<file path="src/rtl/flcpc_pkg.sv">
// Shared types and constants for the four loop cascade position controller.
// Used by every module of the block; depends on nothing.
`default_nettype none

package flcpc_pkg;

    // fixed point format and widths
    localparam int FRAC_BITS = 16;
    localparam int DATA_W    = 32;
    localparam int GAIN_W    = 31;
    localparam int PROD_W    = DATA_W + GAIN_W;
    localparam int IDX_W     = 3;

    // register indexes on the configuration port
    typedef enum logic [IDX_W-1:0] {
        REG_POS_GAIN,
        REG_CART_VEL_GAIN,
        REG_ANGLE_GAIN,
        REG_SPEED_PROP_GAIN,
        REG_SPEED_INT_GAIN,
        REG_ANGLE_LIMIT,
        REG_INTEGRATOR_LIMIT
    } reg_idx_t;

    // reset values of the configuration registers
    localparam logic [GAIN_W-1:0] POS_GAIN_RST         = GAIN_W'(234057);
    localparam logic [GAIN_W-1:0] CART_VEL_GAIN_RST    = GAIN_W'(85893);
    localparam logic [GAIN_W-1:0] ANGLE_GAIN_RST       = GAIN_W'(524288);
    localparam logic [GAIN_W-1:0] SPEED_PROP_GAIN_RST  = GAIN_W'(125365);
    localparam logic [GAIN_W-1:0] SPEED_INT_GAIN_RST   = GAIN_W'(1319625);
    localparam logic [GAIN_W-1:0] ANGLE_LIMIT_RST      = GAIN_W'(22938);
    localparam logic [GAIN_W-1:0] INTEGRATOR_LIMIT_RST = GAIN_W'(196608);

    typedef struct packed {
        logic [GAIN_W-1:0] pos_gain;
        logic [GAIN_W-1:0] cart_vel_gain;
        logic [GAIN_W-1:0] angle_gain;
        logic [GAIN_W-1:0] speed_prop_gain;
        logic [GAIN_W-1:0] speed_int_gain;
        logic [GAIN_W-1:0] angle_limit;
        logic [GAIN_W-1:0] integrator_limit;
    } cfg_t;

    // which loop error the subtractor forms
    typedef enum logic [1:0] {
        DIFF_POS,
        DIFF_VEL,
        DIFF_ANG,
        DIFF_SPD
    } diff_sel_t;

    // which gain feeds the shared multiplier
    typedef enum logic [2:0] {
        GAIN_POS,
        GAIN_CVEL,
        GAIN_ANG,
        GAIN_KI,
        GAIN_KP
    } gain_sel_t;

    // command from the sequencer to the datapath
    typedef struct packed {
        logic      diff_en;
        diff_sel_t diff_sel;
        logic      mul_en;
        gain_sel_t gain_sel;
        logic      clamp_en;
        logic      integ_en;
        logic      out_en;
    } dp_cmd_t;

endpackage

`default_nettype wire

</file>
<file path="src/rtl/flcpc_cfg_regs.sv">
// Configuration register file of the cascade controller.
// Depends on flcpc_pkg for the register indexes, reset values and cfg_t.
`default_nettype none

module flcpc_cfg_regs
    import flcpc_pkg::*;
(
    input  wire logic              clk,
    input  wire logic              rst_n,
    input  wire logic              wr_en,
    input  wire logic [IDX_W-1:0]  wr_index,
    input  wire logic [GAIN_W-1:0] wr_data,
    output cfg_t                   cfg
);

    cfg_t cfg_reg;
    cfg_t cfg_next;

    // decode the register index, unknown indexes are dropped
    always_comb
    begin
        cfg_next = cfg_reg;
        if (wr_en)
        begin
            case (reg_idx_t'(wr_index))
                REG_POS_GAIN:         cfg_next.pos_gain         = wr_data;
                REG_CART_VEL_GAIN:    cfg_next.cart_vel_gain    = wr_data;
                REG_ANGLE_GAIN:       cfg_next.angle_gain       = wr_data;
                REG_SPEED_PROP_GAIN:  cfg_next.speed_prop_gain  = wr_data;
                REG_SPEED_INT_GAIN:   cfg_next.speed_int_gain   = wr_data;
                REG_ANGLE_LIMIT:      cfg_next.angle_limit      = wr_data;
                REG_INTEGRATOR_LIMIT: cfg_next.integrator_limit = wr_data;
                default:              cfg_next = cfg_reg;
            endcase
        end
    end

    // register storage
    always_ff @(posedge clk or negedge rst_n)
    begin
        if (!rst_n)
        begin
            cfg_reg.pos_gain         <= POS_GAIN_RST;
            cfg_reg.cart_vel_gain    <= CART_VEL_GAIN_RST;
            cfg_reg.angle_gain       <= ANGLE_GAIN_RST;
            cfg_reg.speed_prop_gain  <= SPEED_PROP_GAIN_RST;
            cfg_reg.speed_int_gain   <= SPEED_INT_GAIN_RST;
            cfg_reg.angle_limit      <= ANGLE_LIMIT_RST;
            cfg_reg.integrator_limit <= INTEGRATOR_LIMIT_RST;
        end
        else
        begin
            cfg_reg <= cfg_next;
        end
    end

    assign cfg = cfg_reg;

endmodule

`default_nettype wire

</file>
<file path="config.mk">
export PLATFORM = sky130hd
export DESIGN_NAME = flcpc_cfg_regs
export DESIGN_NICKNAME = d
export VERILOG_FILES = /design/src/rtl/flcpc_pkg.sv /design/src/rtl/flcpc_cfg_regs.sv
export SDC_FILE = /design/constraint.sdc
export NUM_CORES = 1
export LEC_CHECK = 0
export BUFFER_PORTS_ARGS = -buffer_cell sky130_fd_sc_hd__buf_2
export CAP_MARGIN = 40
export CORE_AREA = 2 2 157 159
export DETAILED_ROUTE_END_ITERATION = 10
export DIE_AREA = 0 0 159 161
export GPL_ROUTABILITY_DRIVEN = 0
export SETUP_SLACK_MARGIN = 0.1
export SLEW_MARGIN = 20
export SYNTH_ARGS = -nofsm -noshare
export SYNTH_HDL_FRONTEND = slang
export SYNTH_SLANG_ARGS = --single-unit
</file>
<file path="constraint.sdc">
create_clock -name clk -period 1.85 [get_ports clk]
set_input_delay 0.185 -clock clk [delete_from_list [all_inputs] [get_ports clk]]
set_output_delay 0.185 -clock clk [all_outputs]
set_load 0.05 [all_outputs]
</file>
==> metrics.log, run 1 <==
INFO  metric grt_remaining_overflow = 0
INFO  metric netlist_area = 0.00820 mm^2
INFO  metric worst-endpoint-arrival = 1300 ps
INFO  metric via_per_inst = 4.61
INFO  metric setup_slack = 362 ps
INFO  metric initial_core_util = 34.2%
INFO  metric synthTopCellsByArea = sky130_fd_sc_hd__dfrtp_1 (52%), sky130_fd_sc_hd__mux2_2 (29%), sky130_fd_sc_hd__dfstp_2 (15%)
INFO  metric timing.hold.worst_endpoint = cfg[21]
INFO  metric flip_flop_count_of_the_largest_register_after_layout = 217
INFO  metric grt_pass1_wl = 31900 um
INFO  metric synth_fa_ha_area_share = 0%
INFO  metric worst_pin_slew = 509 ps
INFO  metric nets = 784
INFO  metric area_growth = 31.6%
INFO  metric worst_path_dominant_cell_family = flip-flops
INFO  metric hpwlAfterDp = 13300 um
INFO  metric crit_required = 1660 ps
INFO  metric achievable-frequency = 672 MHz
INFO  metric timing.hold.worst_path_depth = 2
INFO  metric hold_slack = 16.0 ps
INFO  metric antenna_cells = 0
INFO  metric drt_pre_antenna_iters = 4
INFO  metric clock_slew_seen_by_the_registers_of_the_worst_setup_and_hold_paths = 60 ps
INFO  metric timing.critical_path.cells = buf_2
INFO  metric worstRegToRegCells = 1
INFO  metric cts_tree = yes
INFO  metric die-area = 0.0256 mm^2
INFO  metric final_min_period_over_clock_period = 80.5%
INFO  metric run_status = finished, final reports clean
INFO  metric grt_start_max_net_pins = 59
INFO  metric boundaryPins = 254
INFO  metric slew_limit_headroom = 66.1%
INFO  metric grt_pass1_vias = 5508
INFO  metric synth-async-reset-ratio = 100%
INFO  metric critical_path.max_fanout = 2
INFO  metric ys.flop_type = sky130_fd_sc_hd__dfrtp_1
INFO  metric pre_cts_ws = 407 ps
INFO  metric finalClockSkew = 0 ps
INFO  metric critical_path_class = reg2out
INFO  metric clock_sink_count = 217
INFO  metric final_number_of_hold_violating_endpoints = 0
INFO  metric synthMostInstantiatedCell = sky130_fd_sc_hd__mux2_2
INFO  metric synth_common_cells = sky130_fd_sc_hd__mux2_2 (208), sky130_fd_sc_hd__dfrtp_1 (170), sky130_fd_sc_hd__dfstp_2 (47)
INFO  metric core.rowCount = 57
INFO  metric r2r_slack = 1070 ps
INFO  metric portBuffers = 253
INFO  metric max_cap_viol_count = 0
INFO  metric finalSetupTns = 0 ps
INFO  metric vdd.ir_drop.worst = 0.964 mV
INFO  metric hold_path_class = in2reg
INFO  metric synth_enable_flop_cells = 0
INFO  metric synth_cell_types = 10
INFO  metric syn-num-nets = 499
INFO  metric ys_seq_elements = 217
INFO  metric detail_route.iter0.violations = 158
INFO  metric grt_use_total = 15.6%
INFO  metric place_area = 0.00993 mm^2
INFO  metric core = 0.0240 mm^2
INFO  metric die-width = 159 um
INFO  metric h-tree-depth = 1
INFO  metric unrepaired_setup_endpoints_after_global_routing = false
INFO  metric drive_above_1_share = 73.4%
INFO  metric antenna_found_initial = 0
INFO  metric synth.largest_area_cell = sky130_fd_sc_hd__dfrtp_1
INFO  metric timing_max_transition_violations_final = 0
INFO  metric detail_route.wirelength = 20000 um
INFO  metric r2r-start = cfg[86]
INFO  metric syn_inst = 462
INFO  metric die_height = 161 um
INFO  metric p_per_area = 1590 mW/mm^2
INFO  metric post_synth.cell_area_avg = 17.7 um^2
INFO  metric endpoint_kind = output port
INFO  metric clockBufferDepth = 3
INFO  metric worst_path_largest_cell_delay = 540 ps
INFO  metric xor_xnor_share_of_the_synthesized_area = 0%
INFO  metric critPathLaunchType = flip-flop
INFO  metric wl_per_cell = 18.4 um
INFO  metric post-route-min-period = 1490 ps
INFO  metric post_synth_and_or_nand_nor_area_fraction = 1.21%
INFO  metric post_synth_mux_area_share = 29.8%
INFO  metric synthDominantCellAreaShare = 51.9%
INFO  metric total_leakage_power = 5.02 nW
INFO  metric total_setup_violations_reported_at_the_end_of_the_flow = 0
INFO  metric dr_total_vias = 5014
INFO  metric post_synthesis_compound_gate_area_fraction = 0%
INFO  metric seq_total_area_yosys = 66.9%
INFO  metric clock-root-buffer = sky130_fd_sc_hd__clkbuf_16
INFO  metric cts_made_buffers = 23
INFO  metric worst_hold_startpoint = wr_data[21]
INFO  metric route.detailed.drc = 0
INFO  metric ant_nets = 0
INFO  metric worstSkewPairLatency = 500 ps
INFO  metric rr_endpoint = cfg[86]
INFO  metric synth_top_family_by_area = multiplexers
INFO  metric cp_slowest_cell = sky130_fd_sc_hd__dfstp_2
INFO  metric synth.yosys.warnings = 0
INFO  metric postCtsSetupRepairBufs = 0
INFO  metric post-route-util = 45.0%
INFO  metric final_cell_area = 0.0108 mm^2
INFO  metric worstPathBufferInverterCount = 1
[per-layer routing]
layer,up-vias,track usage (%),part of all wire [%]
li1,2234,-,-
met1,2585,19.7,42
met2,164,26.1,49
met3,31,4.96,7.8
met4,0,3.60,1.8
met5,-,0,0
[logic make-up after synthesis]
kind of cell,after synthesis
buffers and inverters,21
and+or+nand+nor,7
DFF,217
muxes,217
[layout make-up]
cell class              count  area, um^2
clock inverters            11        93.8
flip-flops and latches    217        5490
clock buffers              30         612
fillers                  2209       13200
repair buffers            281        1650
well taps                 324         405
multi-input cells         224        2540
[power breakdown]
group / internal, mW / switching, mW
combinational: 1.57 / 4.80
sequential: 5.96 / 0.535
clock: 2.48 / 1.82
total: 10.0 / 7.16
[through the flow]
| stage | cells | power (mW) |
|---|---|---|
| after floorplan | 462 | 11.3 |
| after global placement | 1031 | 12.9 |
| after detailed placement | 1031 | 13.0 |
| after CTS | 1087 | 17.4 |
| after global routing | 1087 | 17.9 |
| final | 1087 | 17.2 |
[cell usage in the layout, fill, tap and decap left out]
cell type	Yosys	final
sky130_fd_sc_hd__and4bb_4	3	3
sky130_fd_sc_hd__clkbuf_8	0	2
sky130_fd_sc_hd__mux2_1	9	9
sky130_fd_sc_hd__nor4b_4	1	1
sky130_fd_sc_hd__clkinv_4	0	3
sky130_fd_sc_hd__dlygate4sd3_1	0	15
sky130_fd_sc_hd__mux2_2	208	208
sky130_fd_sc_hd__buf_12	0	10
sky130_fd_sc_hd__clkinv_2	0	6
sky130_fd_sc_hd__buf_2	9	252
sky130_fd_sc_hd__clkbuf_1	0	6
sky130_fd_sc_hd__dfrtp_1	170	170
sky130_fd_sc_hd__dfstp_2	47	47
sky130_fd_sc_hd__bufinv_16	0	1
sky130_fd_sc_hd__clkinvlp_4	0	1
sky130_fd_sc_hd__nand4b_1	3	3
sky130_fd_sc_hd__clkbuf_16	0	23
sky130_fd_sc_hd__buf_4	3	3
[what timing repair did]
action                                 4_1_cts  5_1_grt
hold buffers                                15        0
gates resized for setup                      0        0
endpoints found under the hold margin       88        0
[how the worst max path moves through the flow]
stage	slack [ps]	cells after the start	start	to
6_report	360	1	cfg[198]	cfg[198]
5_1_grt	320	1	cfg[198]	cfg[198]
3_5_place_dp	410	4	wr_index[0]	cfg[211]
2_1_floorplan	680	3	wr_index[0]	cfg[187]
3_3_place_gp	440	4	wr_index[0]	cfg[213]
4_1_cts	330	1	cfg[198]	cfg[198]
No activity file was read; power rests on OpenSTA's default activity.
==> run 2: changes to the inputs <==
Settings changed: ABC_AREA set to 1, CORE_AREA 2 2 157 159 to 2 2 159 161, DIE_AREA 0 0 159 161 to 0 0 161 163.
Clock period 1.85 ns to 1.25 ns, I/O delays scaled along.
==> run 2 against run 1 <==
Net effect:
- the flow now finishes with violations (setup timing)
- synthesized area grew 3.2%
- largest cell class unchanged
- critical endpoint is now cfg[143]
- power grew 63%
- wire length grew 53%
- first-iteration DRC count grew to 3.6 times the previous value
- critical path depth is the same
- via count grew 59%
- synthesized cell count grew 110%
- largest power group is now combinational logic
- combinational power grew 74%
- sequential share of layout area shrank 11 points
- global-route usage grew 6.8 points
- design area grew 27%
==> metrics.log, run 2 <==
INFO  metric ys.flop_type = sky130_fd_sc_hd__dfrtp_1
INFO  metric worstPathBufferInverterCount = 1
INFO  metric hold_slack = 53.1 ps
INFO  metric ys_seq_elements = 217
INFO  metric critPathLaunchType = flip-flop
INFO  metric grt_start_max_net_pins = 61
INFO  metric cp_slowest_cell = sky130_fd_sc_hd__dfstp_2
INFO  metric hold_path_class = in2async
INFO  metric final_number_of_hold_violating_endpoints = 0
INFO  metric hpwlAfterDp = 18700 um
INFO  metric nets = 1375
INFO  metric slew_limit_headroom = 77.4%
INFO  metric unrepaired_setup_endpoints_after_global_routing = true
INFO  metric detail_route.iter0.violations = 567
INFO  metric synth_cell_types = 11
INFO  metric syn-num-nets = 985
INFO  metric final_min_period_over_clock_period = 110%
INFO  metric final.fill_count = 2089
INFO  metric worst-endpoint-arrival = 1240 ps
INFO  metric boundaryPins = 254
INFO  metric dr_total_vias = 7956
INFO  metric grt_use_met1 = 30.1%
INFO  metric synthMostInstantiatedCell = sky130_fd_sc_hd__nand2_1
INFO  metric drt_pre_antenna_iters = 5
INFO  metric h-tree-depth = 1
INFO  metric violations = setup timing
INFO  metric netSwitchingPower = 10.9 mW
INFO  metric cts_tree = yes
INFO  metric die-width = 161 um
INFO  metric antenna_found_initial = 2
INFO  metric worstSkewPairLatency = 500 ps
INFO  metric area_growth = 62.3%
INFO  metric finalClockSkew = 0 ps
INFO  metric die-area = 0.0262 mm^2
INFO  metric p_sw_share = 38.8%
INFO  metric p_per_area = 2040 mW/mm^2
INFO  metric worst_path_dominant_cell_family = flip-flops
INFO  metric crit_required = 1120 ps
INFO  metric netlist_area = 0.00847 mm^2
INFO  metric core = 0.0247 mm^2
INFO  metric vdd.ir_drop.worst = 1.23 mV
INFO  metric post-route-min-period = 1370 ps
INFO  metric synth.largest_area_cell = sky130_fd_sc_hd__dfrtp_1
INFO  metric grt_remaining_overflow = 0
INFO  metric achievable-frequency = 730 MHz
INFO  metric synth_enable_flop_cells = 0
INFO  metric clockBufferDepth = 3
INFO  metric clock-root-buffer = sky130_fd_sc_hd__clkbuf_16
INFO  metric busiest_layer = met2
INFO  metric critical_path.max_fanout = 2
INFO  metric via_per_inst = 4.71
INFO  metric synthTopCellsByArea = sky130_fd_sc_hd__dfrtp_1 (50%), sky130_fd_sc_hd__nand2_1 (24%), sky130_fd_sc_hd__dfstp_2 (15%)
INFO  metric synthDominantCellAreaShare = 50.3%
INFO  metric post-route-util = 55.7%
INFO  metric synth.yosys.warnings = 0
INFO  metric power = 28.0 mW
INFO  metric grt_use_total = 22.4%
INFO  metric portBuffers = 253
INFO  metric cts_made_buffers = 24
INFO  metric clock_slew_seen_by_the_registers_of_the_worst_setup_and_hold_paths = 60 ps
INFO  metric power_frac_seq = 34.6%
INFO  metric comb_power_share = 39.6%
INFO  metric timing_max_transition_violations_final = 0
INFO  metric total_leakage_power = 7.29 nW
INFO  metric drive_above_1_share = 35.5%
INFO  metric synth-async-reset-ratio = 100%
INFO  metric gr-usage-met3 = 5.42%
INFO  metric timing.critical_path.cells = buf_8
INFO  metric max_cap_viol_count = 0
INFO  metric detail_route.wirelength = 30600 um
INFO  metric die_height = 163 um
INFO  metric ant_nets = 0
INFO  metric layout_common_cells = sky130_fd_sc_hd__nand2_1 (539), sky130_fd_sc_hd__dfrtp_1 (170), sky130_fd_sc_hd__buf_6 (170), sky130_fd_sc_hd__nand3_1 (124), sky130_fd_sc_hd__buf_4 (122)
INFO  metric flip_flop_count_of_the_largest_register_after_layout = 217
INFO  metric layout_commonest_cell = sky130_fd_sc_hd__nand2_1
INFO  metric grt_pass1_wl = 45800 um
INFO  metric grt.met2_usage = 35.6%
INFO  metric run_status = finished, violations left
INFO  metric total_setup_violations_reported_at_the_end_of_the_flow = 47
INFO  metric synth_common_cells = sky130_fd_sc_hd__nand2_1 (539), sky130_fd_sc_hd__dfrtp_1 (170), sky130_fd_sc_hd__nand3_1 (124)
INFO  metric share_clk_of_total_power = 25.8%
INFO  metric finalSetupTns = -3830 ps
INFO  metric initial_core_util = 34.3%
INFO  metric wl_per_cell = 18.1 um
INFO  metric internal_power = 17.2 mW
INFO  metric grt_pass1_vias = 7780
INFO  metric setup_slack = -120 ps
INFO  metric seq_total_area_yosys = 64.8%
INFO  metric worst_pin_slew = 339 ps
INFO  metric clock_sink_count = 217
INFO  metric multiInputGateArea = 0.00271 mm^2
INFO  metric endpoint_kind = output port
INFO  metric syn_inst = 948
INFO  metric core.rowCount = 58
INFO  metric critical_path_class = reg2out
INFO  metric route.detailed.drc = 0
INFO  metric register_area = 0.00549 mm^2
INFO  metric post_synth.cell_area_avg = 8.93 um^2
INFO  metric worst_path_largest_cell_delay = 580 ps
run 2: cell types whose count changed in the layout (fill, tap and decap cells not counted), moves of 17 or more:
cell                            change
sky130_fd_sc_hd__buf_2            -217
sky130_fd_sc_hd__buf_4            +119
sky130_fd_sc_hd__buf_6            +170
sky130_fd_sc_hd__buf_8             +48
sky130_fd_sc_hd__dlygate4sd3_1     +17
sky130_fd_sc_hd__mux2_2           -208
sky130_fd_sc_hd__nand2_1          +539
sky130_fd_sc_hd__nand3_1          +124
run 2: timing repair:
item	4_1_cts	5_1_grt
resized for setup	478	3
hold endpoints to repair	402	0
hold buffers	32	0
setup buffers	42	52
endpoints found under the setup margin	217	217
run 2: worst register-to-register path, delay by kind of cell (launching register included):
kind          cells  cell delay [ps]
simple gates      2              130
buf+inv           2              260
flops             1              400
run 2: per-stage QoR:
step / worst slack, ps / instance area (um^2) / std cells
after floorplan: 381 / 8470 / 948
after CTS: -132 / 13300 / 1634
after detailed placement: 59.2 / 10400 / 1516
after global placement: 71.9 / 10400 / 1516
final: -120 / 13700 / 1688
after global routing: -142 / 13700 / 1688
run 2: path summary, 6_finish.rpt:
path | start | to | slack [ps] | cells after the start
worst max-delay path | cfg[143] | cfg[143] | -120 | 1
worst min-delay path | rst_n | cfg[159] | 50 | 2
worst max register to register | cfg[130] | cfg[130] | 350 | 4
worst min register to register | cfg[186] | cfg[186] | 480 | 2
max in group asynchronous | rst_n | cfg[106] | 560 | 3
min in group clk | wr_index[2] | cfg[186] | 130 | 5
run 2: routing by layer:
layer | vias to the layer above | share of wire (%)
met3 | 69 | 7.6
met5 | - | 0
met1 | 3817 | 41
met2 | 335 | 48
li1 | 3735 | -
met4 | 0 | 3.2
run 2: cell type report:
type                            count  area share [%]
Inverter                            6           0.164
Clock inverter                      5           0.546
Clock buffer                       39            5.37
Multi-Input combinational cell    670            19.7
Antenna cell                        2          0.0364
Tap cell                          330            3.00
Sequential cell                   217            39.9
Timing Repair Buffer              419            31.2
run 2: logic make-up after synthesis:
family	after synthesis	share of synthesized area (%)
DFF	217	64.8
buffers and inverters	61	3.44
and+or+nand+nor	670	31.7
run 2: power groups by stage:
stage | combinational [mW] | clock, mW | sequential [mW]
after floorplan | 1.22 | 0 | 14.1
after global placement | 8.23 | 0 | 9.38
after detailed placement | 8.31 | 0 | 9.37
after CTS | 10.6 | 7.38 | 9.65
after global routing | 11.6 | 7.69 | 9.82
final | 11.1 | 7.24 | 9.71
