$ cat src/rtl/flcpc_pkg.sv
// Shared types and constants for the four loop cascade position controller.
// Used by every module of the block; depends on nothing.
`default_nettype none

package flcpc_pkg;

    // fixed point format and widths
    localparam int FRAC_BITS = 16;
    localparam int DATA_W    = 32;
    localparam int GAIN_W    = 31;
    localparam int PROD_W    = DATA_W + GAIN_W;
    localparam int IDX_W     = 3;

    // register indexes on the configuration port
    typedef enum logic [IDX_W-1:0] {
        REG_POS_GAIN,
        REG_CART_VEL_GAIN,
        REG_ANGLE_GAIN,
        REG_SPEED_PROP_GAIN,
        REG_SPEED_INT_GAIN,
        REG_ANGLE_LIMIT,
        REG_INTEGRATOR_LIMIT
    } reg_idx_t;

    // reset values of the configuration registers
    localparam logic [GAIN_W-1:0] POS_GAIN_RST         = GAIN_W'(234057);
    localparam logic [GAIN_W-1:0] CART_VEL_GAIN_RST    = GAIN_W'(85893);
    localparam logic [GAIN_W-1:0] ANGLE_GAIN_RST       = GAIN_W'(524288);
    localparam logic [GAIN_W-1:0] SPEED_PROP_GAIN_RST  = GAIN_W'(125365);
    localparam logic [GAIN_W-1:0] SPEED_INT_GAIN_RST   = GAIN_W'(1319625);
    localparam logic [GAIN_W-1:0] ANGLE_LIMIT_RST      = GAIN_W'(22938);
    localparam logic [GAIN_W-1:0] INTEGRATOR_LIMIT_RST = GAIN_W'(196608);

    typedef struct packed {
        logic [GAIN_W-1:0] pos_gain;
        logic [GAIN_W-1:0] cart_vel_gain;
        logic [GAIN_W-1:0] angle_gain;
        logic [GAIN_W-1:0] speed_prop_gain;
        logic [GAIN_W-1:0] speed_int_gain;
        logic [GAIN_W-1:0] angle_limit;
        logic [GAIN_W-1:0] integrator_limit;
    } cfg_t;

    // which loop error the subtractor forms
    typedef enum logic [1:0] {
        DIFF_POS,
        DIFF_VEL,
        DIFF_ANG,
        DIFF_SPD
    } diff_sel_t;

    // which gain feeds the shared multiplier
    typedef enum logic [2:0] {
        GAIN_POS,
        GAIN_CVEL,
        GAIN_ANG,
        GAIN_KI,
        GAIN_KP
    } gain_sel_t;

    // command from the sequencer to the datapath
    typedef struct packed {
        logic      diff_en;
        diff_sel_t diff_sel;
        logic      mul_en;
        gain_sel_t gain_sel;
        logic      clamp_en;
        logic      integ_en;
        logic      out_en;
    } dp_cmd_t;

endpackage

`default_nettype wire

$ cat src/rtl/flcpc_ctrl.sv
// Sequencer of the cascade controller: steps the datapath through the four
// loops and owns the request handshakes. Depends on flcpc_pkg.
`default_nettype none

module flcpc_ctrl
    import flcpc_pkg::*;
(
    input  wire logic clk,
    input  wire logic rst_n,
    input  wire logic in_valid,
    output logic      in_ready,
    output logic      out_valid,
    input  wire logic out_ready,
    output dp_cmd_t   cmd
);

    typedef enum logic [3:0] {
        ST_IDLE,
        ST_DIFF_POS,
        ST_MUL_POS,
        ST_DIFF_VEL,
        ST_MUL_VEL,
        ST_CLAMP_ANG,
        ST_DIFF_ANG,
        ST_MUL_ANG,
        ST_DIFF_SPD,
        ST_MUL_KI,
        ST_INTEG,
        ST_OUT
    } state_t;

    state_t state_reg;
    state_t state_next;
    logic   out_valid_reg;
    logic   out_valid_next;
    logic   out_free;

    assign out_free = !out_valid_reg || out_ready;
    assign in_ready = (state_reg == ST_IDLE);

    // command decode and next state
    always_comb
    begin
        cmd            = '0;
        cmd.diff_sel   = DIFF_POS;
        cmd.gain_sel   = GAIN_POS;
        state_next     = state_reg;
        out_valid_next = out_valid_reg && !out_ready;
        case (state_reg)
            ST_IDLE:
            begin
                if (in_valid)
                    state_next = ST_DIFF_POS;
            end
            ST_DIFF_POS:
            begin
                cmd.diff_en  = 1'b1;
                cmd.diff_sel = DIFF_POS;
                state_next   = ST_MUL_POS;
            end
            ST_MUL_POS:
            begin
                cmd.mul_en   = 1'b1;
                cmd.gain_sel = GAIN_POS;
                state_next   = ST_DIFF_VEL;
            end
            ST_DIFF_VEL:
            begin
                cmd.diff_en  = 1'b1;
                cmd.diff_sel = DIFF_VEL;
                state_next   = ST_MUL_VEL;
            end
            ST_MUL_VEL:
            begin
                cmd.mul_en   = 1'b1;
                cmd.gain_sel = GAIN_CVEL;
                state_next   = ST_CLAMP_ANG;
            end
            ST_CLAMP_ANG:
            begin
                cmd.clamp_en = 1'b1;
                state_next   = ST_DIFF_ANG;
            end
            ST_DIFF_ANG:
            begin
                cmd.diff_en  = 1'b1;
                cmd.diff_sel = DIFF_ANG;
                state_next   = ST_MUL_ANG;
            end
            ST_MUL_ANG:
            begin
                cmd.mul_en   = 1'b1;
                cmd.gain_sel = GAIN_ANG;
                state_next   = ST_DIFF_SPD;
            end
            ST_DIFF_SPD:
            begin
                cmd.diff_en  = 1'b1;
                cmd.diff_sel = DIFF_SPD;
                state_next   = ST_MUL_KI;
            end
            ST_MUL_KI:
            begin
                cmd.mul_en   = 1'b1;
                cmd.gain_sel = GAIN_KI;
                state_next   = ST_INTEG;
            end
            ST_INTEG:
            begin
                // integrator update and proportional product share this cycle
                cmd.integ_en = 1'b1;
                cmd.mul_en   = 1'b1;
                cmd.gain_sel = GAIN_KP;
                state_next   = ST_OUT;
            end
            ST_OUT:
            begin
                // wait until the output register is free
                if (out_free)
                begin
                    cmd.out_en     = 1'b1;
                    out_valid_next = 1'b1;
                    state_next     = ST_IDLE;
                end
            end
            default:
            begin
                state_next = ST_IDLE;
            end
        endcase
    end

    // state and output valid
    always_ff @(posedge clk or negedge rst_n)
    begin
        if (!rst_n)
        begin
            state_reg     <= ST_IDLE;
            out_valid_reg <= 1'b0;
        end
        else
        begin
            state_reg     <= state_next;
            out_valid_reg <= out_valid_next;
        end
    end

    assign out_valid = out_valid_reg;

endmodule

`default_nettype wire

$ cat config.mk
export PLATFORM = sky130hd
export DESIGN_NAME = flcpc_ctrl
export DESIGN_NICKNAME = d
export VERILOG_FILES = /design/src/rtl/flcpc_pkg.sv /design/src/rtl/flcpc_ctrl.sv
export SDC_FILE = /design/constraint.sdc
export NUM_CORES = 1
export LEC_CHECK = 0
export BUFFER_PORTS_ARGS = -buffer_cell sky130_fd_sc_hd__buf_2
export CORE_UTILIZATION = 25
export DETAILED_ROUTE_END_ITERATION = 7
export GPL_TIMING_DRIVEN = 0
export SLEW_MARGIN = 15
export SYNTH_ARGS = -nofsm -noshare
export SYNTH_HDL_FRONTEND = slang
export SYNTH_SLANG_ARGS = --single-unit
$ cat constraint.sdc
create_clock -name clk -period 3.6 [get_ports clk]
set_clock_uncertainty 0.1 [all_clocks]
set_input_delay 0 -clock clk [delete_from_list [all_inputs] [get_ports clk]]
set_output_delay 0 -clock clk [all_outputs]
set_load 0.1 [all_outputs]
==> results of run 1 <==
[worst register-to-register path, delay by kind of cell, from the launching register on]
family | cells | cell delay (ns)
compound gates | 2 | 0.46
flops | 1 | 0.33
simple gates | 1 | 0.28
[layer usage]
layer  share of wire (%)  vias up
li1                    -      199
met1                  49      178
met2                  45        9
met3                 4.1        2
met4                 1.6        0
met5                   0        -
[synthesized netlist by cell type (all sizes together)]
cell type	n	area (um^2)
nor3	1	5.00
a21oi	2	10.0
buf	5	46.3
nor2b	3	21.3
dfrtp	5	125
xor2	1	8.76
o221ai	1	8.76
mux2	2	26.3
nand3b	1	7.51
a2111oi	1	10.0
a211oi	1	7.51
o22ai	2	12.5
nor2	9	33.8
a21boi	1	7.51
o21bai	1	7.51
nand2b	4	40.0
a22oi	1	7.51
nor4	2	12.5
nand2	1	3.75
[stage by stage]
step,instances,hold WS (ns),utilization [%],setup slack (ns),area [um^2]
5_1_grt,82,0.0838,36.7,1.64,553
3_5_place_dp,75,-0.280,33.0,1.96,497
2_1_floorplan,44,-0.396,-,0.0364,402
3_3_place_gp,75,-0.280,33.0,1.95,497
6_report,82,0.0308,36.7,1.70,553
4_1_cts,82,0.0284,36.7,1.68,553
[path summary, 6_finish.rpt]
kind / startpoint / end / slack [ns] / cells past startpoint
hold reg to reg: state_reg[2]$_DFFE_PN0P_ / state_reg[1]$_DFFE_PN0P_ / 0.48 / 2
setup / recovery: state_reg[2]$_DFFE_PN0P_ / cmd[4] / 1.70 / 6
hold / removal: in_valid / state_reg[0]$_DFFE_PN0P_ / 0.03 / 3
min in group asynchronous: rst_n / state_reg[0]$_DFFE_PN0P_ / 0.55 / 3
max in group asynchronous: rst_n / state_reg[2]$_DFFE_PN0P_ / 2.65 / 3
setup reg to reg: out_valid$_DFF_PN0_ / state_reg[0]$_DFFE_PN0P_ / 2.32 / 3
[cell families after synthesis]
kind of cell	count (synthesis)	synth area share [%]
AND/OR/NAND/NOR	21	30.8
AO/OA/AOI/OAI	10	17.8
flip-flops	5	31.2
buffers and inverters	5	11.5
multiplexers	2	6.54
XOR/XNOR	1	2.18
[layout make-up]
cell class,instances,area (um^2)
Fill cell,158,953
Clock buffer,4,26.3
Sequential cell,5,125
Timing Repair Buffer,18,105
Tap cell,16,20.0
Buffer,5,46.3
Multi-Input combinational cell,34,230
[timing repair]
action	in CTS	in global routing
setup endpoints to repair	0	0
endpoints found under the hold margin	6	0
hold buffers	3	0
==> out/results.txt, run 1 <==
Crit path largest cell delay: 0.42 ns
Avg WL per Cell: 10.4 um
Worst-Margin Slew: 0.494 ns
Met2 global-route usage: 15.6%
Routed WL: 851 um
Cell mode on critical path: buf_6
HP Class: in -> reg
Slowest CP cell: buf_2
Gpl congestion: 0.764
CP top delay family: buffers and inverters
Post-synthesis register bit count: 5
Crit Path Category: reg -> out
Initial antenna violation count: 0
Clock Sinks: 5
Post_cts resized: 0
Most frequent cells in the layout: buf_2, nor2_1, dfrtp_1
Final hold violations: 0
CTS root buf: clkbuf_4
Largest net degree at the start of global routing: 11
Buffers & Inverters on Critical Path: 3
H-tree depth: 1
Finish-stage setup viols: 0
Site row count: 14
Clk slew on worst S/H paths: 0.05 ns
DRC Markers: 0
Cell count after synthesis: 44
Outcome: finished clean
Max reg flops: 4
GRT busiest layer: met2
Vias: 388
TNS Setup: 0 ns
Clock tree from TritonCTS: done
Max-cap violations: 0
Avg Inst Size Synth: 9.13 um^2
Diode count: 0
Normalized max-slew margin: 67.3%
Initial DRC Count: 5
Port bufs: 15
Critical-path maximum fanout: 10
GRT Util Overall: 10.9%
Achievable Freq: 0.526 GHz
First-pass DRT Iterations: 2
GR Overflow Total: 0
Yosys warning total: 0
Tmin final: 1.90 ns
Total CTS buffers: 3
Met1 Track Usage GR: 13.3%
Register area share after synthesis: 31.2%
Die H: 42.1 um
DRT antenna net count: 0
Chip Width: 42.1 um
CP startpoint kind: flip-flop
Layout area overhead: 37.7%
HPWL Detailed: 589 um
I/O Pins: 16
Die area: 1770 um^2
Met3 Use GR: 1.72%
Clk_lat worst skew: 0.25 ns
Clk buf depth: 2
Vias/cell: 4.73
Initial Util: 26.7%
Share of cells above drive strength 1: 42.4%
Vias in the first global route: 334
RSZ-0062 raised after global routing: no
Max-slew violations: 0
Wire length of the first global-routing pass: 1440 um
CP Cell Sequence: buf_6 -> nand2b_4 -> buf_6 -> mux2_4 -> nor2b_2 -> buf_2
Worst path required time: 3.50 ns
Final-stage net count: 71
Mapped cell area: 402 um^2
Post-CTS setup buffers: 0
Synth Net Count: 48
Unique cell type count in the Yosys netlist: 24
Most common cell after layout, fill and taps aside: buf_2
Core Region: 1510 um^2
Period utilisation layout: 52.8%
CP arrival: 1.80 ns
Crit end category: output pin
Power of run 1 is not shown: default switching activity piles up to over one toggle a cycle in this logic, so the estimate is an artifact.
==> inputs of run 2 (changes only) <==
Settings changed: ABC_AREA set to 1.
Clock period 3.6 ns to 1.7 ns, I/O delays scaled along.
==> out/results.txt, run 2 <==
Site row count: 13 (-1)
HP Class: in -> reg
Vias in the first global route: 288 (-14%)
Normalized max-slew margin: 67.8% (+0.49 points)
Critical-path maximum fanout: 6 (-4)
Unique cell type count in the Yosys netlist: 14 (-42%)
Placed instance area: 475 um^2 (-4.3%)
Clk_lat worst skew: 0.24 ns (about the same)
Top FF cell, synth: dfrtp_1
EDFF count, synth: 0 (unchanged)
Max-cap violations: 0 (unchanged)
Highest metal used: met4
GR Overflow Total: 0 (unchanged)
Chip Width: 39.6 um (-5.8%)
Initial Util: 27.2% (+0.55 points)
DRT antenna net count: 0 (unchanged)
Top post-synthesis cells by count: nand2_1, inv_1, dfrtp_1, nor2_1, inv_2
Outcome: finished clean
WL met2: 444 um (+17%)
Top cell type's share of synthesized area: 35.3% (+4.2 points)
Avg WL per Cell: 9.58 um (-7.7%)
CP arrival: 1.49 ns (-0.31 ns)
Worst-Margin Slew: 0.486 ns (-0.00747 ns)
Worst path required time: 1.60 ns (-1.90 ns)
Max reg flops: 4 (unchanged)
Tmin final: 1.59 ns
Largest net degree at the start of global routing: 7 (-4)
Met3 wire len: 36 um (+2.9%)
Mapped cell area: 354 um^2 (-12%)
Metal1 wirelength: 342 um (-19%)
Area leader, netlist: dfrtp_1
Port bufs: 15 (unchanged)
Clk slew on worst S/H paths: 0.05 ns (about the same)
Initial antenna violation count: 0 (unchanged)
Crit end category: output pin
Period utilisation layout: 93.8%
Crit path largest cell delay: 0.45 ns (+0.03 ns)
CTS root buf: clkbuf_4
Layout area overhead: 59.4%
Max-slew violations: 0 (unchanged)
First-pass DRT Iterations: 4 (+2)
Most frequent cells in the layout: nand2_1, clkbuf_4, inv_1, buf_2
Gpl congestion: 0.817 (+6.8%)
Area contributors post-synth: dfrtp_1, nand2_1, inv_1
Total CTS buffers: 3 (unchanged)
Die H: 39.6 um (-5.8%)
Post-CTS setup buffers: 0 (unchanged)
HPWL Detailed: 614 um (+4.2%)
Cell count after synthesis: 53 (+20%)
Clock tree from TritonCTS: done
Avg Inst Size Synth: 6.68 um^2 (-27%)
I/O Pins: 16 (unchanged)
Share of cells above drive strength 1: 39.5% (-3.0 points)
Core Region: 1300 um^2 (-14%)
Vias: 413 (+6.4%)
FF-to-FF setup slack: 0.47 ns (-1.85 ns)
H-tree depth: 1 (unchanged)
CP startpoint kind: flip-flop
Wire length of the first global-routing pass: 1120 um (-22%)
Yosys warning total: 0 (unchanged)
Final-stage net count: 81 (+14%)
Synth Net Count: 57 (+19%)
Clock Sinks: 5 (unchanged)
Finish-stage setup viols: 0 (unchanged)
Hold Path Cell Cnt: 5 (+2)
Synth async-reset ratio: 100% (unchanged)
Initial DRC Count: 7 (+2)
Crit Path Category: reg -> out
Util after Layout: 43.4% (+6.7 points)
RSZ-0062 raised after global routing: no
DRC Markers: 0 (unchanged)
Final hold violations: 0 (unchanged)
Register area share after synthesis: 35.3% (+4.2 points)
Diode count: 0 (unchanged)
CP Cell Sequence: nor2_1 -> nand2_1 -> o211ai_1 -> buf_4
Routed WL: 872 um (+2.5%)
Clk buf depth: 2 (unchanged)
Slowest CP cell: dfrtp_1
GRT Util Overall: 11.3% (+0.35 points)
Most frequent cell after synthesis: nand2_1
Achievable Freq: 0.627 GHz
Cell depth of the worst flop-to-flop path: 4 (+1)
Post-synthesis register bit count: 5 (unchanged)
Final Cell Area: 564 um^2 (+2.0%)
Die area: 1570 um^2 (-11%)
Most common cell after layout, fill and taps aside: nand2_1
Vias/cell: 4.54 (-4.1%)
[run 2: repair_timing]
action,CTS,global route
hold buffers,4,0
setup endpoints to repair,2,7
gates resized for setup,2,8
endpoints found under the hold margin,7,0
[run 2: kinds of logic (layout without fill, tap and decap cells)]
kind of cell    count (synthesis)  in the layout  share of synthesized area [%]
compound gates                  5              5                           9.54
buf+inv                         9             32                           9.54
flops                           5              5                           35.3
simple gates                   34             34                           45.6
[run 2: stage by stage]
stage	cells	TNS, ns	worst slack (ns)	hold slack [ns]
2_1_floorplan	53	-0.720	-0.494	-0.396
3_3_place_gp	83	0	0.197	-0.287
3_5_place_dp	83	0	0.235	-0.285
4_1_cts	91	0	0.00717	0.499
5_1_grt	91	0	0.00661	0.554
6_report	91	0	0.105	0.526
[run 2: worst max-delay path: cells and delay by family (launching register included)]
kind            cells  cell delay [ns]
buf+inv             1             0.31
simple gates        2             0.39
flops               1             0.45
compound gates      1             0.11
[run 2: worst paths after layout]
| kind | start | endpoint |
|---|---|---|
| setup / recovery | state_reg[0]$_DFFE_PN0P_ | cmd[9] |
| hold / removal | out_ready | out_valid$_DFF_PN0_ |
| setup reg to reg | state_reg[0]$_DFFE_PN0P_ | state_reg[0]$_DFFE_PN0P_ |
| hold reg to reg | out_valid$_DFF_PN0_ | out_valid$_DFF_PN0_ |
| max in group asynchronous | rst_n | state_reg[3]$_DFFE_PN0P_ |
| min in group asynchronous | rst_n | state_reg[2]$_DFFE_PN0P_ |
[run 2: layout make-up]
type | instances | area [um^2]
clock buffers | 4 | 26.3
repair buffers | 19 | 138
inverters | 9 | 33.8
flip-flops and latches | 5 | 126
fillers | 148 | 737
multi-input cells | 39 | 221
well taps | 15 | 18.8
[run 2: routing by layer]
layer | track usage (%) | up-vias
li1 | - | 211
met1 | 14.9 | 178
met2 | 15.6 | 18
met3 | 1.70 | 6
met4 | 9.48 | 0
met5 | 0 | -
Power of run 2 is left out for the same reason.
==> inputs of run 3 (changes only) <==
Settings changed: CELL_PAD_IN_SITES_DETAIL_PLACEMENT set to 0, CELL_PAD_IN_SITES_GLOBAL_PLACEMENT set to 1, CTS_BUF_LIST set to sky130_fd_sc_hd__clkbuf_16, CTS_CLUSTER_DIAMETER set to 60, PLACE_DENSITY_LB_ADDON set to 0.1.
==> out/results.txt, run 3 (synthesized netlist as in run 2, its figures left out) <==
Final hold violations: 0 (unchanged)
Chip Width: 39.6 um (unchanged)
GR Overflow Total: 0 (unchanged)
Worst-Margin Slew: 0.485 ns (-0.00113 ns)
Cell depth of the worst flop-to-flop path: 4 (unchanged)
Vias in the first global route: 331 (+15%)
DRC Markers: 0 (unchanged)
Initial antenna violation count: 0 (unchanged)
First-pass DRT Iterations: 4 (unchanged)
HP Class: in -> async
GRT Util Overall: 13.3% (+2.1 points)
I/O Pins: 16 (unchanged)
Max-cap violations: 0 (unchanged)
Util after Layout: 46.4% (+3.1 points)
Largest net degree at the start of global routing: 7 (unchanged)
Site row count: 13 (unchanged)
Gpl congestion: 0.717 (-12%)
Clock tree from TritonCTS: done
Vias/cell: 4.19 (-7.7%)
R2r startpoint: state_reg[0]$_DFFE_PN0P_
FF-to-FF setup slack: 0.46 ns (about the same)
Crit Path Category: reg -> out
Initial Util: 27.2% (unchanged)
Worst path required time: 1.60 ns (about the same)
Critical-path maximum fanout: 6 (unchanged)
Max-slew violations: 0 (unchanged)
Normalized max-slew margin: 67.9% (+0.075 points)
Achievable Freq: 0.610 GHz (-2.7%)
Total CTS buffers: 3 (unchanged)
Vias: 377 (-8.7%)
RSZ-0062 raised after global routing: no
Crit path largest cell delay: 0.45 ns (about the same)
Die area: 1570 um^2 (unchanged)
Port bufs: 15 (unchanged)
Slowest CP cell: dfrtp_1
Tmin final: 1.64 ns (+0.0444 ns)
CP startpoint kind: flip-flop
Clock Sinks: 5 (unchanged)
Hold slack: 0.0168 ns (-0.509 ns)
Placed instance area: 475 um^2 (unchanged)
Initial DRC Count: 9 (+2)
Final Cell Area: 604 um^2 (+7.1%)
Die H: 39.6 um (unchanged)
Core Region: 1300 um^2 (unchanged)
Share of cells above drive strength 1: 40.0% (+0.53 points)
Max reg flops: 4 (unchanged)
H-tree depth: 1 (unchanged)
Post-CTS setup buffers: 0 (unchanged)
HPWL Detailed: 667 um (+8.6%)
Period utilisation layout: 96.4% (+2.6 points)
CP top delay family: buffers and inverters
Diode count: 0 (unchanged)
Layout area overhead: 70.7%
DRT antenna net count: 0 (unchanged)
Clk slew on worst S/H paths: 0.03 ns (-0.02 ns)
Most frequent cells in the layout: nand2_1, inv_1, buf_2, clkbuf_4
Buffers & Inverters on Critical Path: 2 (+1)
CP arrival: 1.54 ns (+0.05 ns)
Final-stage net count: 80 (-1.2%)
R2r endpoint: state_reg[0]$_DFFE_PN0P_
Crit. Startpoint: state_reg[0]$_DFFE_PN0P_
Wire length of the first global-routing pass: 1360 um (+21%)
CTS root buf: clkbuf_16
Stages on worst setup path: 4 (unchanged)
Most common cell after layout, fill and taps aside: nand2_1
Avg WL per Cell: 9.31 um (-2.8%)
CP Cell Sequence: nor2_1 -> nand2_1 -> inv_1 -> buf_2
Crit path to: in_ready
Clk buf depth: 2 (unchanged)
Clk_lat worst skew: 0.22 ns (-0.02 ns)
Routed WL: 838 um (-3.9%)
Crit end category: output pin
Finish-stage setup viols: 0 (unchanged)
Outcome: finished clean
==> run 3: cell count changes in the layout (fill, tap and decap cells not counted) <==
cell | previous run | this run
clkbuf_4 | 9 | 5
clkbuf_16 | 0 | 3
buf_2 | 6 | 7
clkbuf_1 | 1 | 0
dlygate4sd3_1 | 4 | 3
inv_1 | 6 | 7
==> run 3: routing by layer <==
| layer | global-route usage, % | vias up | part of all wire [%] |
|---|---|---|---|
| met2 | 16.4 | 9 | 41 |
| met5 | 0 | - | 0 |
| met4 | 7.76 | 0 | 0 |
| li1 | - | 212 | - |
| met1 | 21.1 | 156 | 55 |
| met3 | 1.70 | 0 | 3.6 |
==> run 3: worst min path at each step <==
stage                                     end  slack, ns  cells past startpoint
after floorplan           out_valid$_DFF_PN0_      -0.40                      0
after global routing      out_valid$_DFF_PN0_       0.04                      2
final                     out_valid$_DFF_PN0_       0.02                      2
after CTS                 out_valid$_DFF_PN0_       0.02                      2
after detailed placement  out_valid$_DFF_PN0_      -0.28                      1
after global placement    out_valid$_DFF_PN0_      -0.29                      1
==> run 3: worst register-to-register path, cell delays in order (launching register included) <==
cell and delay (ns):
dfrtp_1 0.45, nor2_1 0.28, nand2_1 0.11, nor2_1 0.09, o21ai_0 0.08
==> run 3: area by class of cell <==
class | count | area (um^2)
fillers | 145 | 697
multi-input cells | 39 | 221
flip-flops and latches | 5 | 126
repair buffers | 18 | 125
clock buffers | 3 | 75.1
inverters | 9 | 33.8
well taps | 15 | 18.8
clock inverters | 1 | 3.75
==> run 3: timing repair <==
| action | in CTS | in global routing |
|---|---|---|
| hold endpoints to repair | 7 | 0 |
| gates resized for setup | 3 | 5 |
| hold buffers | 3 | 0 |
| setup endpoints to repair | 3 | 5 |
==> run 3: per-stage QoR <==
stage | TNS (ns) | cells | setup WS (ns)
after floorplan | -0.720 | 53 | -0.494
after global placement | 0 | 83 | 0.201
after detailed placement | 0 | 83 | 0.211
after CTS | 0 | 90 | 0.0135
after global routing | 0 | 90 | 0.00610
final | 0 | 90 | 0.0610
Power of run 3 is left out for the same reason.
